[config.mk]
export PLATFORM = sky130hd
export DESIGN_NAME = dma_rx_ring_pointer_tracker
export DESIGN_NICKNAME = d
export VERILOG_FILES = /design/src/hdl/dmarx_pkg.sv /design/src/hdl/dmarx_ptrs.sv /design/src/hdl/dma_rx_ring_pointer_tracker.sv
export SDC_FILE = /design/constraint.sdc
export NUM_CORES = 1
export LEC_CHECK = 0
export ABC_AREA = 1
export BUFFER_PORTS_ARGS = -buffer_cell sky130_fd_sc_hd__buf_2
export CAP_MARGIN = 15
export CORE_MARGIN = 2
export CORE_UTILIZATION = 65
export DETAILED_ROUTE_END_ITERATION = 16
export PLACE_DENSITY = 0.82
export RECOVER_POWER = 50
export SYNTH_ARGS = -nofsm -noshare
export SYNTH_HDL_FRONTEND = slang
export SYNTH_SLANG_ARGS = --single-unit
export TNS_END_PERCENT = 5
[constraint.sdc]
create_clock -name i_clk -period 24.7 [get_ports i_clk]
set_input_delay 2.47 -clock i_clk [delete_from_list [all_inputs] [get_ports i_clk]]
set_output_delay 2.47 -clock i_clk [all_outputs]
set_load 0.01 [all_outputs]
[src/hdl/dmarx_pkg.sv]
// Shared types and constants of the receive ring pointer tracker.
// Depends on nothing.
`default_nettype none

package dmarx_pkg;

    localparam int DROP_W = 32;
    localparam int LEN_W  = 16;

    typedef enum logic {
        OP_UPDATE = 1'b0,
        OP_READ   = 1'b1
    } t_op;

    typedef struct packed {
        logic two_segs;
        logic overflow;
    } t_step_info;

endpackage

`default_nettype wire

[src/hdl/dmarx_ptrs.sv]
// Ring pointer state and the single-pass logic that turns one request into results.
// Depends on dmarx_pkg.
`default_nettype none

module dmarx_ptrs
    import dmarx_pkg::*;
#(
    parameter int RING_SIZE = 256,
    localparam int IW = $clog2(RING_SIZE),
    localparam int RW = $clog2(RING_SIZE + 1)
) (
    input  wire logic              i_clk,
    input  wire logic              i_rst_n,
    input  wire logic              i_step,
    input  wire t_op               i_op,
    input  wire logic [RW-1:0]     i_rem,
    input  wire logic [LEN_W-1:0]  i_len,
    output logic [IW-1:0]          o_start0,
    output logic [RW-1:0]          o_len0,
    output logic [IW-1:0]          o_start1,
    output logic [RW-1:0]          o_len1,
    output logic [DROP_W-1:0]      o_drops,
    output t_step_info             o_info
);

    localparam int CW = (RW > LEN_W) ? RW : LEN_W;
    localparam logic [RW-1:0] NR = RW'(RING_SIZE);

    logic [IW-1:0]     r_wr_idx, n_wr_idx;
    logic [IW-1:0]     r_rd_idx, n_rd_idx;
    logic [RW-1:0]     r_last_rem, n_last_rem;
    logic [DROP_W-1:0] r_drops, n_drops;

    logic [IW-1:0] space;
    logic [RW:0]   lap_sum;
    logic          rem_gt;
    logic          rem_bad;
    logic [RW:0]   wrap_bytes;
    logic [RW-1:0] bytes;
    logic          fits;

    logic [IW-1:0] used;
    logic [RW-1:0] to_end_len;
    logic [RW-1:0] to_end;
    logic [IW-1:0] chunk1;
    logic [CW-1:0] len1;
    logic [IW-1:0] rd_idx1;
    logic [IW-1:0] used1;
    logic [IW-1:0] chunk2;
    logic          empty_rd;
    logic          two;

    always_comb begin
        // Position update.
        space      = r_rd_idx - r_wr_idx - IW'(1);
        lap_sum    = {1'b0, r_last_rem} + {1'b0, NR};
        rem_gt     = r_last_rem > i_rem;
        rem_bad    = !rem_gt && ({1'b0, i_rem} > lap_sum);
        wrap_bytes = lap_sum - {1'b0, i_rem};
        bytes      = rem_gt ? (r_last_rem - i_rem) : wrap_bytes[RW-1:0];
        fits       = !rem_bad && (bytes <= {1'b0, space});

        // Read request; a second segment only follows a wrap to index zero.
        used       = r_wr_idx - r_rd_idx;
        to_end_len = NR - {1'b0, r_rd_idx};
        to_end     = ({1'b0, used} < to_end_len) ? {1'b0, used} : to_end_len;
        empty_rd   = (i_len == '0) || (used == '0);
        chunk1     = (CW'(to_end) < CW'(i_len)) ? to_end[IW-1:0] : i_len[IW-1:0];
        len1       = CW'(i_len) - CW'(chunk1);
        rd_idx1    = r_rd_idx + chunk1;
        used1      = used - chunk1;
        chunk2     = (CW'(used1) < len1) ? used1 : len1[IW-1:0];
        two        = !empty_rd && (len1 != '0) && (used1 != '0);
    end

    always_comb begin
        n_wr_idx   = r_wr_idx;
        n_rd_idx   = r_rd_idx;
        n_last_rem = r_last_rem;
        n_drops    = r_drops;
        o_start0   = r_rd_idx;
        o_len0     = '0;
        o_start1   = rd_idx1;
        o_len1     = RW'(chunk2);
        o_info     = '0;
        if (i_op == OP_UPDATE) begin
            o_start0 = r_wr_idx;
            if (fits) begin
                o_len0     = bytes;
                n_wr_idx   = r_wr_idx + bytes[IW-1:0];
                n_last_rem = i_rem;
            end else begin
                n_wr_idx        = '0;
                n_rd_idx        = '0;
                n_last_rem      = NR;
                n_drops         = r_drops + DROP_W'(1);
                o_info.overflow = 1'b1;
            end
        end else if (!empty_rd) begin
            o_len0          = RW'(chunk1);
            o_info.two_segs = two;
            n_rd_idx        = two ? (rd_idx1 + chunk2) : rd_idx1;
        end
        o_drops = n_drops;
    end

    always_ff @(posedge i_clk) begin
        if (!i_rst_n) begin
            r_wr_idx   <= '0;
            r_rd_idx   <= '0;
            r_last_rem <= NR;
            r_drops    <= '0;
        end else if (i_step) begin
            r_wr_idx   <= n_wr_idx;
            r_rd_idx   <= n_rd_idx;
            r_last_rem <= n_last_rem;
            r_drops    <= n_drops;
        end
    end

endmodule

`default_nettype wire

[src/hdl/dma_rx_ring_pointer_tracker.sv]
// Top level of the receive ring pointer tracker: request register, pointer logic, result buffer.
// Depends on dmarx_pkg and dmarx_ptrs.
//
//   Channel | Dir | tdata (low bit up)                     | tuser     | tlast
//   s_axis  | in  | dma_remaining, max_length              | operation | -
//   m_axis  | out | seg_start, seg_len, drop_count         | overflow  | last
//
// A request is held in the input register until the buffer is free; its one or two results are
// computed in one pass and loaded into a two-entry result buffer.
// Updates and single-segment reads load one result; a split read loads both buffer entries.
// Reset clears the pointers, sets the last remaining count to the ring size and empties
// both registers. A stalled m_axis holds the request register, then s_axis_tready.
`default_nettype none

module dma_rx_ring_pointer_tracker
    import dmarx_pkg::*;
#(
    parameter int RING_SIZE = 256,
    localparam int IW = $clog2(RING_SIZE),
    localparam int RW = $clog2(RING_SIZE + 1),
    localparam int IN_W = ((RW + LEN_W + 7) / 8) * 8,
    localparam int OUT_W = ((IW + RW + DROP_W + 7) / 8) * 8
) (
    input  wire logic             i_clk,
    input  wire logic             i_rst_n,
    input  wire logic             s_axis_tvalid,
    output logic                  s_axis_tready,
    input  wire logic [IN_W-1:0]  s_axis_tdata,   // dma_remaining, max_length
    input  wire logic             s_axis_tuser,   // operation
    output logic                  m_axis_tvalid,
    input  wire logic             m_axis_tready,
    output logic [OUT_W-1:0]      m_axis_tdata,   // seg_start, seg_len, drop_count
    output logic                  m_axis_tuser,   // overflow
    output logic                  m_axis_tlast
);

    logic              r_in_valid;
    t_op               r_in_op;
    logic [RW-1:0]     r_in_rem;
    logic [LEN_W-1:0]  r_in_len;

    logic [1:0]        r_cnt, n_cnt;
    logic [IW-1:0]     r_ob_start [2];
    logic [RW-1:0]     r_ob_len   [2];
    logic              r_ob_ovf   [2];
    logic              r_ob_last  [2];
    logic [DROP_W-1:0] r_ob_drops;

    logic              step;
    logic              pop;
    logic              buf_free;
    logic              in_take;

    logic [IW-1:0]     start0, start1;
    logic [RW-1:0]     len0, len1;
    logic [DROP_W-1:0] drops;
    t_step_info        info;

    dmarx_ptrs #(
        .RING_SIZE (RING_SIZE)
    ) u_ptrs (
        .i_clk    (i_clk),
        .i_rst_n  (i_rst_n),
        .i_step   (step),
        .i_op     (r_in_op),
        .i_rem    (r_in_rem),
        .i_len    (r_in_len),
        .o_start0 (start0),
        .o_len0   (len0),
        .o_start1 (start1),
        .o_len1   (len1),
        .o_drops  (drops),
        .o_info   (info)
    );

    always_comb begin
        pop           = (r_cnt != 2'd0) && m_axis_tready;
        buf_free      = (r_cnt == 2'd0) || ((r_cnt == 2'd1) && m_axis_tready);
        step          = r_in_valid && buf_free;
        s_axis_tready = !r_in_valid || step;
        in_take       = s_axis_tvalid && s_axis_tready;
        if (step) begin
            n_cnt = info.two_segs ? 2'd2 : 2'd1;
        end else if (pop) begin
            n_cnt = r_cnt - 2'd1;
        end else begin
            n_cnt = r_cnt;
        end
    end

    always_ff @(posedge i_clk) begin
        if (!i_rst_n) begin
            r_in_valid <= 1'b0;
            r_cnt      <= 2'd0;
        end else begin
            r_in_valid <= in_take || (r_in_valid && !step);
            r_cnt      <= n_cnt;
        end
    end

    always_ff @(posedge i_clk) begin
        if (in_take) begin
            r_in_op  <= t_op'(s_axis_tuser);
            r_in_rem <= s_axis_tdata[RW-1:0];
            r_in_len <= s_axis_tdata[RW+LEN_W-1:RW];
        end
        if (step) begin
            r_ob_start[0] <= start0;
            r_ob_len[0]   <= len0;
            r_ob_ovf[0]   <= info.overflow;
            r_ob_last[0]  <= !info.two_segs;
            r_ob_start[1] <= start1;
            r_ob_len[1]   <= len1;
            r_ob_ovf[1]   <= 1'b0;
            r_ob_last[1]  <= 1'b1;
            r_ob_drops    <= drops;
        end else if (pop && (r_cnt == 2'd2)) begin
            r_ob_start[0] <= r_ob_start[1];
            r_ob_len[0]   <= r_ob_len[1];
            r_ob_ovf[0]   <= r_ob_ovf[1];
            r_ob_last[0]  <= r_ob_last[1];
        end
    end

    always_comb begin
        m_axis_tvalid = (r_cnt != 2'd0);
        m_axis_tdata  = OUT_W'({r_ob_drops, r_ob_len[0], r_ob_start[0]});
        m_axis_tuser  = r_ob_ovf[0];
        m_axis_tlast  = r_ob_last[0];
    end

endmodule

`default_nettype wire

==> results of run 1 <==
through the flow:
stage	setup WS [ns]	instances	area, um^2	util, %
after floorplan	16.52	1378	10900	-
after global placement	14.98	1650	11400	69.3
after detailed placement	14.70	1650	11400	69.3
after CTS	14.62	1682	12000	72.9
after global routing	13.64	1682	11900	72.4
final	14.51	1682	11900	72.4
Yosys cell counts (3+ instances only):
library cell,n
a21oi_1,113
a21oi_2,3
a31oi_1,12
buf_2,3
buf_4,7
clkbuf_1,20
clkinv_1,5
dfxtp_1,61
edfxtp_1,93
fa_1,4
ha_1,91
inv_1,237
inv_2,11
nand2_1,233
nand2_2,16
nand2_4,8
nand3_1,73
nand3_2,6
nand3b_1,3
nand4_1,21
nand4_2,3
nand4_4,4
nor2_1,108
nor2_2,11
nor3_1,27
nor4_1,4
o211ai_1,8
o21ai_0,56
o21ai_1,10
o21ai_2,3
o21bai_1,7
or2_2,6
xnor2_1,9
xor2_1,62
xor2_2,3
metal layers:
layer	vias up	global-route usage, %	routed length (um)	part of all wire [%]
li1	4627	-	-	-
met1	4337	37.0	11100	43
met2	285	52.0	12700	49
met3	67	4.83	1330	5.1
met4	0	12.9	852	3.3
met5	-	0	0	0
logic make-up (layout without fill, tap and decap cells):
group	Yosys count	in the layout
buffers and inverters	289	373
and+or+nand+nor	529	529
AOI/OAI and AO/OA	228	228
other	1	9
adders and majority gates	95	95
DFF	154	154
xor gates and xnor gates	74	74
worst min-delay path by stage:
stage	startpoint	to	slack [ns]	cells after the start
finish	r_ob_last[1]$_DFF_P_	r_ob_last[1]$_DFF_P_	0.45	2
global route	r_ob_last[1]$_DFF_P_	r_ob_last[1]$_DFF_P_	0.48	2
CTS	r_ob_last[1]$_DFF_P_	r_ob_last[1]$_DFF_P_	0.45	2
detailed placement	r_ob_last[1]$_DFF_P_	r_ob_last[1]$_DFF_P_	0.43	2
global placement	r_ob_last[1]$_DFF_P_	r_ob_last[1]$_DFF_P_	0.41	2
floorplan	r_ob_last[1]$_DFF_P_	r_ob_last[1]$_DFF_P_	0.40	2
worst min-delay path, delay by kind of cell, from the launching register on:
kind                   cells  cell delay (ns)
and+or+nand+nor            1             0.06
DFF                        1             0.31
buffers and inverters      1             0.05
sequential cells by signal, summed over array words and instances, names as in the netlist:
signal             flops
r_cnt                  2
r_in_len              16
r_in_op                1
r_in_rem               9
r_in_valid             1
r_ob_drops            32
r_ob_last              2
r_ob_len              17
r_ob_ovf               1
r_ob_start            16
u_ptrs.r_drops        32
u_ptrs.r_last_rem      9
u_ptrs.r_rd_idx        8
u_ptrs.r_wr_idx        8
cell type report:
type | instances | area [um^2] | share of cell area, %
clock buffers | 20 | 457 | 3.83
clock inverters | 12 | 138 | 1.15
inverters | 254 | 956 | 8.01
well taps | 220 | 275 | 2.31
flip-flops and latches | 154 | 4010 | 33.7
repair buffers | 87 | 375 | 3.15
multi-input cells | 935 | 5710 | 47.9
==> qor.txt, run 1 <==
DRT iter0 DRCs = 620
leading cell types in the layout, fill and taps excluded = 237 x inv_1, 233 x nand2_1, 113 x a21oi_1
Area Growth Syn to Fin = 10.1%
Fin. Hold Viols = 0
Die W = 133 um
GR Util All Layers = 29.9%
CP top delay family = compound AO/OA/AOI/OAI gates
Post-Synth XOR/XNOR Area = 6.19%
Root Buffer = clkbuf_16
htree depth = 4
skew final = 0.0101 ns
share of post-route cells with drive strength above 1 = 10.1%
# clock sinks = 154
Synth area leaders = edfxtp_1 26%, dfxtp_1 11%, ha_1 11%
Yosys top cell by area = edfxtp_1
antenna violations before repair = 0
Final setup viols = 0
Detail Route Antenna Nets = 0
Final Cycle Share = 41.3%
Critical Path Stages = 62
Async SR Flop Fraction = 0%
R2R Path Start = u_ptrs.r_rd_idx[0]$_SDFFE_PN0P_
unrepaired setup endpoints after global routing = no
Crit path largest cell delay = 0.62 ns
router iterations before antenna repair = 6
CTS Buffer Depth = 2
sequential fraction of the synthesis area = 37.0%
hold-fix buffers at CTS = 0
vias in the first global route = 8911
num rows = 47
adder-cell area share of the yosys netlist = 11.2%
status = finished with violations
clock tree from TritonCTS = built
Final GP Congestion = 0.952
cell area after synthesis = 0.0108 mm^2
max-slew violations = 93
reg-to-reg endpoint = u_ptrs.r_rd_idx[7]$_SDFFE_PN0P_
HPWL after DPL = 19100 um
n_diodes = 0
Synth cell types = 58
Post-CTS Resized = 0
Vias/cell = 5.54
Yosys top cell area share = 25.8%
Reg2Reg Depth = 62
Max transition margin = -122%
starting density of the core = 65.8%
kind of critical path = reg -> reg
Least-Margin Pin Slew = 3.34 ns
Fmax achieved = 98.1 MHz
YS warnings = 0
cells after synthesis = 1370
mux cell area share after synthesis = 0%
WHS = 0.447 ns
CP Capture Type = flip-flop
largest net degree at the start of global routing = 66
commonest non-fill, non-tap cell in the layout = inv_1
fillers = 1283
Post-synth EDFFs = 93
Data required, critical path = 25.06 ns
max-cap violations = 2
first-pass GRT wire length = 42300 um
startpoint types = flip-flop
Final Critical Period = 10.19 ns
GR Overflow Total = 0
worst hold path class = reg -> reg
Crit. Startpoint = u_ptrs.r_rd_idx[0]$_SDFFE_PN0P_
I/O pins = 97
final wirelength = 26000 um
number of buffers and inverters on the critical path = 10
Avg Cell Area, Syn = 7.91 um^2
via count = 9316
clk slew on worst S/H paths = 0.06 ns
core area = 0.0165 mm^2
simple-gate portion of the synthesized area = 23.0%
Synth Area in Compound Gates = 11.8%
worst path arrival time = 10.55 ns
CP max-delay cell = dfxtp_1
top_reg_cell synth = edfxtp_1
routed length per instance = 15.4 um
Die ar. = 0.0177 mm^2
Setup Total Neg Slack = 0 ns
critical path fanouts, max = 17
number of port buffers = 82
overall die height = 133 um
# nets final = 1581
drt drc = 0
largest family of logic cells by synthesized area = simple AND/OR/NAND/NOR gates
Yosys reg bits = 154
Critical Path End = u_ptrs.r_rd_idx[7]$_SDFFE_PN0P_
Num CTS Buffers = 17
flop-to-flop setup slack = 14.51 ns
failing checks = max-capacitance violations, max-slew violations
setup bufs post-CTS = 0
latest clock arrival within the worst-skew pair = 0.44 ns
Power of run 1 is not shown: default switching activity piles up to over one toggle a cycle in this logic, so the estimate is an artifact.
==> run 2, diff against run 1 <==
--- a/config.mk
+++ b/config.mk
@@ -9,9 +9,9 @@
 export BUFFER_PORTS_ARGS = -buffer_cell sky130_fd_sc_hd__buf_2
 export CAP_MARGIN = 15
 export CORE_MARGIN = 2
-export CORE_UTILIZATION = 65
+export CORE_UTILIZATION = 55
 export DETAILED_ROUTE_END_ITERATION = 16
-export PLACE_DENSITY = 0.82
+export PLACE_DENSITY = 0.74
 export RECOVER_POWER = 50
 export SYNTH_ARGS = -nofsm -noshare
 export SYNTH_HDL_FRONTEND = slang
==> constraint.sdc (replaced) <==
create_clock -name i_clk -period 8.7 [get_ports i_clk]
set_input_delay 0.87 -clock i_clk [delete_from_list [all_inputs] [get_ports i_clk]]
set_output_delay 0.87 -clock i_clk [all_outputs]
set_load 0.01 [all_outputs]
==> qor.txt, run 2 (synthesized netlist as in run 1, its figures left out) <==
number of port buffers = 82 (unchanged)
Area Growth Syn to Fin = 18.0%
CTS Buffer Depth = 2 (unchanged)
Max transition margin = -125% (-2.9 points)
overall die height = 144 um (+8.5%)
Crit path largest cell delay = 0.39 ns (-0.23 ns)
max-cap violations = 2 (unchanged)
Top Registers = r_ob_drops: 32 flops, u_ptrs.r_drops: 32 flops, r_ob_len: 17 flops
kind of critical path = reg -> reg
worst path arrival time = 8.64 ns (-1.91 ns)
via count = 9517 (+2.2%)
CP most frequent cell = nand2_1
fillers = 1683 (+31%)
router iterations before antenna repair = 5 (-1)
Root Buffer = clkbuf_16
hold wc startpoint = r_ob_last[1]$_DFF_P_
Fmax achieved = 121 MHz (+23%)
CP top delay family = simple AND/OR/NAND/NOR gates
CP Capture Type = flip-flop
Setup Total Neg Slack = 0 ns (unchanged)
Data required, critical path = 9.06 ns (-16.00 ns)
leading cell types in the layout, fill and taps excluded = 230 x inv_1, 222 x nand2_1, 104 x a21oi_1
skew final = 0.0127 ns (+0.00264 ns)
critical path fanouts, max = 8 (-9)
DRT iter0 DRCs = 612 (-1.3%)
clock tree from TritonCTS = built
Vias/cell = 5.31 (-4.2%)
Fin. Hold Viols = 0 (unchanged)
Least-Margin Pin Slew = 3.38 ns (+0.0441 ns)
Reg2Reg Depth = 67 (+8.1%)
share of post-route cells with drive strength above 1 = 18.4% (+8.3 points)
Final Critical Period = 8.28 ns (-1.91 ns)
Die W = 144 um (+8.5%)
status = finished with violations
htree depth = 4 (unchanged)
Die ar. = 0.0208 mm^2 (+18%)
reg-to-reg endpoint = u_ptrs.r_rd_idx[7]$_SDFFE_PN0P_
vias in the first global route = 8852 (-0.66%)
worst hold stages = 2 (unchanged)
latest clock arrival within the worst-skew pair = 0.44 ns (about the same)
flop-to-flop setup slack = 0.42 ns (-14.09 ns)
max-slew violations = 92 (-1.1%)
R2R Path Start = u_ptrs.r_wr_idx[0]$_SDFFE_PN0P_
commonest non-fill, non-tap cell in the layout = inv_1
Final GP Congestion = 0.926 (-2.7%)
num rows = 51 (+8.5%)
WHS = 0.468 ns (+0.0204 ns)
final wirelength = 27000 um (+4.0%)
post-layout util = 65.9% (-6.5 points)
Final setup viols = 0 (unchanged)
DP Cell Count = 1750 (+6.1%)
worst hold path class = reg -> reg
HPWL after DPL = 19600 um (+3.0%)
starting density of the core = 55.9% (-10 points)
antenna violations before repair = 0 (unchanged)
CP max-delay cell = fa_2
n_diodes = 0 (unchanged)
number of buffers and inverters on the critical path = 15 (+5)
GR Overflow Total = 0 (unchanged)
Detail Route Antenna Nets = 0 (unchanged)
clk slew on worst S/H paths = 0.06 ns (about the same)
Non-Filler Instances = 1793 (+6.6%)
failing checks = max-capacitance violations, max-slew violations
GR Util All Layers = 25.8% (-4.1 points)
drt drc = 0 (unchanged)
core area = 0.0194 mm^2 (+18%)
I/O pins = 97 (unchanged)
WHS Endpoint = r_ob_last[1]$_DFF_P_
Num CTS Buffers = 17 (unchanged)
startpoint types = flip-flop
# clock sinks = 154 (unchanged)
routed length per instance = 15.1 um (-2.4%)
# nets final = 1647 (+4.2%)
largest net degree at the start of global routing = 65 (-1.5%)
Final Cycle Share = 95.1% (+54 points)
first-pass GRT wire length = 42200 um (-0.26%)
-- run 2: changes by cell type in the layout (fill, tap and decap cells not counted), sizes merged --
cell,before,now
bufinv,2,0
clkbuf,74,73
clkinvlp,0,3
inv,252,257
clkinv,12,6
buf,33,100
-- run 2: repair_timing --
| action | CTS | global route |
|---|---|---|
| resized for setup | 0 | 88 |
| setup endpoints to repair | 0 | 7 |
| hold buffers | 0 | 0 |
| buffers inserted | 0 | 13 |
-- run 2: metal layers --
| metal | GRT usage (%) | vias to the layer above | routed length [um] | part of all wire [%] |
|---|---|---|---|---|
| li1 | - | 4765 | - | - |
| met2 | 45.1 | 286 | 13200 | 49 |
| met4 | 8.69 | 0 | 694 | 2.6 |
| met1 | 32.8 | 4412 | 11700 | 43 |
| met5 | 0 | - | 0 | 0 |
| met3 | 3.51 | 54 | 1350 | 5.0 |
-- run 2: layout make-up --
type | count | area (um^2) | area share [%]
clock buffer | 20 | 447 | 3.49
timing repair buffer | 153 | 892 | 6.98
clock inverter | 12 | 104 | 0.812
sequential | 154 | 4020 | 31.4
multi-input combinational | 935 | 6030 | 47.2
inverter | 254 | 965 | 7.54
tap | 265 | 332 | 2.59
-- run 2: tightest hold or removal path: stages, from the launching register on --
cell	delay [ns]
dfxtp_1	0.31
inv_1	0.06
nand2_1	0.06
-- run 2: through the flow --
step                setup WS, ns  cell area [um^2]
finish                     0.423             12800
floorplan                  0.524             10900
detailed placement         0.133             11900
CTS                       0.0723             12400
global placement           0.249             11900
global route              -0.223             12800
-- run 2: worst max-delay path by stage --
stage                                    start                              end  depth (start not counted)
2_1_floorplan  u_ptrs.r_rd_idx[0]$_SDFFE_PN0P_  u_ptrs.r_rd_idx[7]$_SDFFE_PN0P_                         63
3_3_place_gp   u_ptrs.r_wr_idx[0]$_SDFFE_PN0P_  u_ptrs.r_rd_idx[7]$_SDFFE_PN0P_                         65
3_5_place_dp   u_ptrs.r_rd_idx[0]$_SDFFE_PN0P_  u_ptrs.r_rd_idx[7]$_SDFFE_PN0P_                         65
4_1_cts        u_ptrs.r_wr_idx[0]$_SDFFE_PN0P_  u_ptrs.r_rd_idx[7]$_SDFFE_PN0P_                         65
5_1_grt        u_ptrs.r_wr_idx[0]$_SDFFE_PN0P_  u_ptrs.r_rd_idx[7]$_SDFFE_PN0P_                         68
6_report       u_ptrs.r_wr_idx[0]$_SDFFE_PN0P_  u_ptrs.r_rd_idx[7]$_SDFFE_PN0P_                         67
Power of run 2 is left out for the same reason.
